File: config.mk
export PLATFORM = sky130hd
export DESIGN_NAME = tsrpf_dist
export DESIGN_NICKNAME = d
export VERILOG_FILES = /design/src/rtl/tsrpf_pkg.sv /design/src/rtl/tsrpf_dist.sv
export SDC_FILE = /design/constraint.sdc
export NUM_CORES = 1
export LEC_CHECK = 0
export BUFFER_PORTS_ARGS = -buffer_cell sky130_fd_sc_hd__clkbuf_2
export CORE_MARGIN = 1.5
export CORE_UTILIZATION = 66
export DETAILED_ROUTE_END_ITERATION = 7
export MAX_ROUTING_LAYER = met4
export PLACE_DENSITY = 0.84
export REMOVE_ABC_BUFFERS = 1
export SLEW_MARGIN = 30
export SYNTH_ARGS = -nofsm -noshare
export SYNTH_HDL_FRONTEND = slang
export SYNTH_SLANG_ARGS = --single-unit
File: constraint.sdc
create_clock -name clock -period 10.2 [get_ports clock]
set_clock_uncertainty 0.15 [all_clocks]
set_input_delay 2.04 -clock clock [delete_from_list [all_inputs] [get_ports clock]]
set_output_delay 2.04 -clock clock [all_outputs]
set_load 0.005 [all_outputs]
File: src/rtl/tsrpf_pkg.sv
// Package for the two-step ratio-pair forager: payload structs, opcodes, sizes.
// No dependencies.
package tsrpf_pkg;

   localparam int MaxTargets = 1024;
   localparam int IdxW       = $clog2(MaxTargets);
   localparam int CntW       = IdxW + 1;
   localparam int MaxSize    = 1000;
   localparam logic [19:0] TotalMax = 20'hFFFFF;

   typedef enum logic [1:0] {
      OP_LOAD  = 2'd0,
      OP_STEP  = 2'd1,
      OP_CLEAR = 2'd2,
      OP_NONE  = 2'd3
   } opcode_type;

   localparam logic CSR_START_X = 1'b0;
   localparam logic CSR_START_Y = 1'b1;

   typedef struct packed {
      logic [1:0]  opcode;
      logic [15:0] target_x;
      logic [15:0] target_y;
      logic [9:0]  target_size;
   } req_type;

   typedef struct packed {
      logic        status;
      logic [9:0]  visit_index;
      logic [15:0] visit_x;
      logic [15:0] visit_y;
      logic [16:0] leg_length;
      logic [9:0]  visit_size;
      logic [19:0] total_collected;
      logic        last;
   } rsp_type;

endpackage

File: src/rtl/tsrpf_dist.sv
// Iterative distance unit: floor sqrt of dx^2+dy^2, one root bit per cycle.
// Depends on tsrpf_pkg.
module tsrpf_dist
   import tsrpf_pkg::*;
(
   input  logic        clock,
   input  logic        reset,
   input  logic        start,
   input  logic [15:0] ax,
   input  logic [15:0] ay,
   input  logic [15:0] bx,
   input  logic [15:0] by,
   output logic        done,
   output logic [16:0] root
);
   typedef enum logic [1:0] {S_IDLE, S_SQ, S_ROOT} state_type;
   state_type   state_ff;
   logic [15:0] dx_ff, dy_ff;
   logic [32:0] rem_ff;
   logic [16:0] root_ff;
   logic [4:0]  cnt_ff;
   logic [31:0] sq;
   logic        phase_ff;
   logic [34:0] trial;
   logic [34:0] remsh;
   logic [33:0] val_ff;

   assign sq = phase_ff ? 32'(dy_ff) * 32'(dy_ff) : 32'(dx_ff) * 32'(dx_ff);
   assign remsh = {rem_ff[32:0], val_ff[33:32]};
   assign trial = {16'b0, root_ff, 2'b01};
   assign root = root_ff;

   always_ff @(posedge clock) begin
      done <= 1'b0;
      if (reset) begin
         state_ff <= S_IDLE;
      end else begin
         case (state_ff)
            S_IDLE: begin
               if (start) begin
                  dx_ff <= (ax > bx) ? ax - bx : bx - ax;
                  dy_ff <= (ay > by) ? ay - by : by - ay;
                  phase_ff <= 1'b0;
                  state_ff <= S_SQ;
               end
            end
            S_SQ: begin
               if (!phase_ff) begin
                  val_ff <= 34'(sq);
                  phase_ff <= 1'b1;
               end else begin
                  val_ff <= val_ff + 34'(sq);
                  rem_ff <= '0;
                  root_ff <= '0;
                  cnt_ff <= 5'd17;
                  state_ff <= S_ROOT;
               end
            end
            S_ROOT: begin
               if (remsh >= trial) begin
                  rem_ff <= 33'(remsh - trial);
                  root_ff <= {root_ff[15:0], 1'b1};
               end else begin
                  rem_ff <= remsh[32:0];
                  root_ff <= {root_ff[15:0], 1'b0};
               end
               val_ff <= {val_ff[31:0], 2'b00};
               cnt_ff <= cnt_ff - 5'd1;
               if (cnt_ff == 5'd1) begin
                  done <= 1'b1;
                  state_ff <= S_IDLE;
               end
            end
            default: state_ff <= S_IDLE;
         endcase
      end
   end
endmodule

==> impl_metrics.py <==
metrics = {
    "run_status": {
        "status": "finished, final reports clean",
    },
    "routing": {
        "num_vias": 20500,
        "vias_per_cell": 5.88,
        "wirelength_um": 59800,
        "drt_iter0_markers": 1266,
        "firstDrtPassIters": 5,
        "postRouteAntennaNets": 0,
        "post_drt_wl_per_cell_um": 17.2,
        "drc": 0,
    },
    "floorplanning": {
        "io_pins": 85,
        "dieArea_mm2": 0.0402,
        "num_rows": 72,
        "initial_core_util_pct": 66.8,
        "core_mm2": 0.0386,
        "die_w_um": 201,
        "die_height_um": 201,
    },
    "logic_synthesis": {
        "syn_area_mm2": 0.0258,
        "synthTopCellsByArea": "fa_1 (25%), ha_1 (16%), edfxtp_1 (14%)",
        "synth_async_sr_flop_share_pct": 0,
        "syn_inst": 2936,
        "synth_top_area_share_pct": 25.0,
        "synth_top_cell_by_area": "fa_1",
        "synthTopCellsByCount": "inv_1 (572), ha_1 (330), fa_1 (322)",
        "synth_top_flop_cell": "edfxtp_1",
        "ys_ff_latch": 125,
        "yosys_warnings": 0,
        "yosysMostFrequentCell": "inv_1",
        "syn_area_per_cell_um2": 8.78,
        "synth-edff-count": 122,
        "ys_seq_area_share_pct": 14.4,
        "ys_types": 79,
    },
    "layout": {
        "fill_cells": 3030,
        "final_util_pct": 70.5,
        "area_growth_pct": 5.40,
        "final-seq-area_mm2": 0.00372,
        "drive_above_1_share_pct": 5.96,
        "antenna_cells": 0,
        "multi_input_area_mm2": 0.0195,
        "fin_nets": 3676,
    },
    "clock_tree": {
        "cts_hold_buffers": 0,
        "clkSinkCount": 125,
        "cts_made_buffers": 17,
        "cts_setup_buffers": 0,
        "cts_tree": "yes",
        "clk_pin_slew_ns": 0.07,
        "root_buffer": "clkbuf_16",
        "cts_htree_levels": 4,
        "clk_latency_ns": 0.45,
        "cts_resized": 0,
        "clk_path_buf_depth": 2,
    },
    "flow_run": {
        "maxCapViolCount": 0,
    },
    "global_route": {
        "antenna_found_initial": 0,
        "grt_max_degree": 62,
        "grt.overflow.total": 0,
        "grt_pass1_wl_um": 101000,
        "grt_pass1_vias": 21800,
        "grt_use_total_pct": 31.8,
    },
    "timing": {
        "period_minus_slack_ns": 8.97,
        "maxSlewViolCount": 0,
        "worst_pin_slew_ns": 0.855,
        "tns_ns": 0,
        "slew_headroom_pct": 42.3,
        "rsz0062_at_grt": "false",
        "hold_viol_final": 0,
        "fin_crit_sh_pct": 87.9,
        "max_freq_ghz": 0.112,
        "finalSetupViolations": 0,
    },
    "worst_hold_path": {
        "min_path_type": "reg -> reg",
    },
    "worst_setup_path": {
        "max_stage_delay_ns": 0.72,
        "worst_path_most_repeated_cell": "fa_1",
        "worst-setup-path-type": "reg -> reg",
        "worstPathMaxFanout": 15,
        "slowest_stage": "edfxtp_1",
        "worstPathRequired_ns": 10.34,
        "worstSetupStartpointType": "flop",
        "cp_data_arrival_time_ns": 9.11,
        "end_kind": "flop",
    },
    "placed_design": {
        "dp_hpwl_um": 48500,
        "io_buffers": 84,
        "gp_congestion": 0.953,
    },
}
==> critical path: cells and delay by family (launching register included) <==
family,cells,cell delay [ns]
adders and majority gates,8,3.69
AOI/OAI and AO/OA,17,3.29
DFF,1,0.72
buffers and inverters,5,0.53
and+or+nand+nor,1,0.25
xor gates and xnor gates,1,0.17
==> cell type report <==
cell class	count	share of cell area (%)
tap	518	2.39
clock inverter	13	0.520
clock buffer	19	1.59
multi-input combinational	2140	71.8
sequential	125	13.7
inverter	575	7.95
timing repair buffer	98	2.01
==> worst paths after layout <==
kind               start          end  depth (start not counted)  slack (ns)
max            dy_ff[12]   val_ff[33]                         32        1.23
max reg2reg    dy_ff[12]   val_ff[33]                         32        1.23
min          state_ff[0]  state_ff[0]                          2        0.40
min reg2reg  state_ff[0]  state_ff[0]                          2        0.40
==> stage by stage <==
| stage | hold WS [ns] | instance area, um^2 | cells | setup slack (ns) |
|---|---|---|---|---|
| after floorplan | 0.349 | 25400 | 2840 | 2.24 |
| after global placement | 0.365 | 26600 | 3455 | 1.58 |
| after detailed placement | 0.392 | 26600 | 3456 | 1.37 |
| after CTS | 0.404 | 27200 | 3488 | 1.32 |
| after global routing | 0.426 | 27200 | 3488 | 0.531 |
| final | 0.404 | 27200 | 3488 | 1.23 |
==> layout by cell type, fill, tap and decap left out, types with 7 or more instances in the layout <==
master	count
inv_1	571
ha_1	330
fa_1	322
nand2_1	242
nor2_1	184
a21oi_1	148
edfxtp_1	122
o21ai_0	120
and2_1	92
xnor2_1	89
clkbuf_2	84
a21o_1	70
xor2_1	55
nand3_1	39
mux2i_1	35
nor2b_1	34
nand2b_1	31
a211oi_1	27
nor3_1	26
o21a_1	23
and3_1	23
nand4_1	23
a31oi_1	21
o211ai_1	19
o21bai_1	17
clkbuf_16	17
or3_1	16
a31o_2	15
buf_4	13
o31ai_1	10
a211o_1	9
nand3b_1	9
or2_2	8
mux2_2	7
nor4_1	7
==> logic make-up (layout without fill, tap and decap cells) <==
logic type                 after synthesis  after routing  share of synthesized area (%)
xor gates and xnor gates               144            144                           4.89
buffers and inverters                  671            705                           9.89
AOI/OAI and AO/OA                      554            554                           14.2
and+or+nand+nor                        748            748                           13.9
muxes                                   42             42                           1.67
adders and majority gates              652            652                           41.0
DFF                                    125            125                           14.4
==> layer usage <==
metal  vias to the layer above  GRT usage (%)  share of wire (%)
met3                       170           4.55                6.3
met5                         -              -                  0
met2                       722           55.5                 51
met4                         0           12.2                3.8
li1                       9676              -                  -
met1                      9940           37.1                 39
==> state kept, by name (all words and copies together), names as in the netlist <==
register and cells:
root 17, done 1, dy_ff 16, val_ff 34, cnt_ff 5, dx_ff 16, state_ff 2, phase_ff 1
rem_ff 33
Power is left out: the tool's default activity adds up to more than one toggle a clock period on the data nets, which glitch-free logic cannot reach.
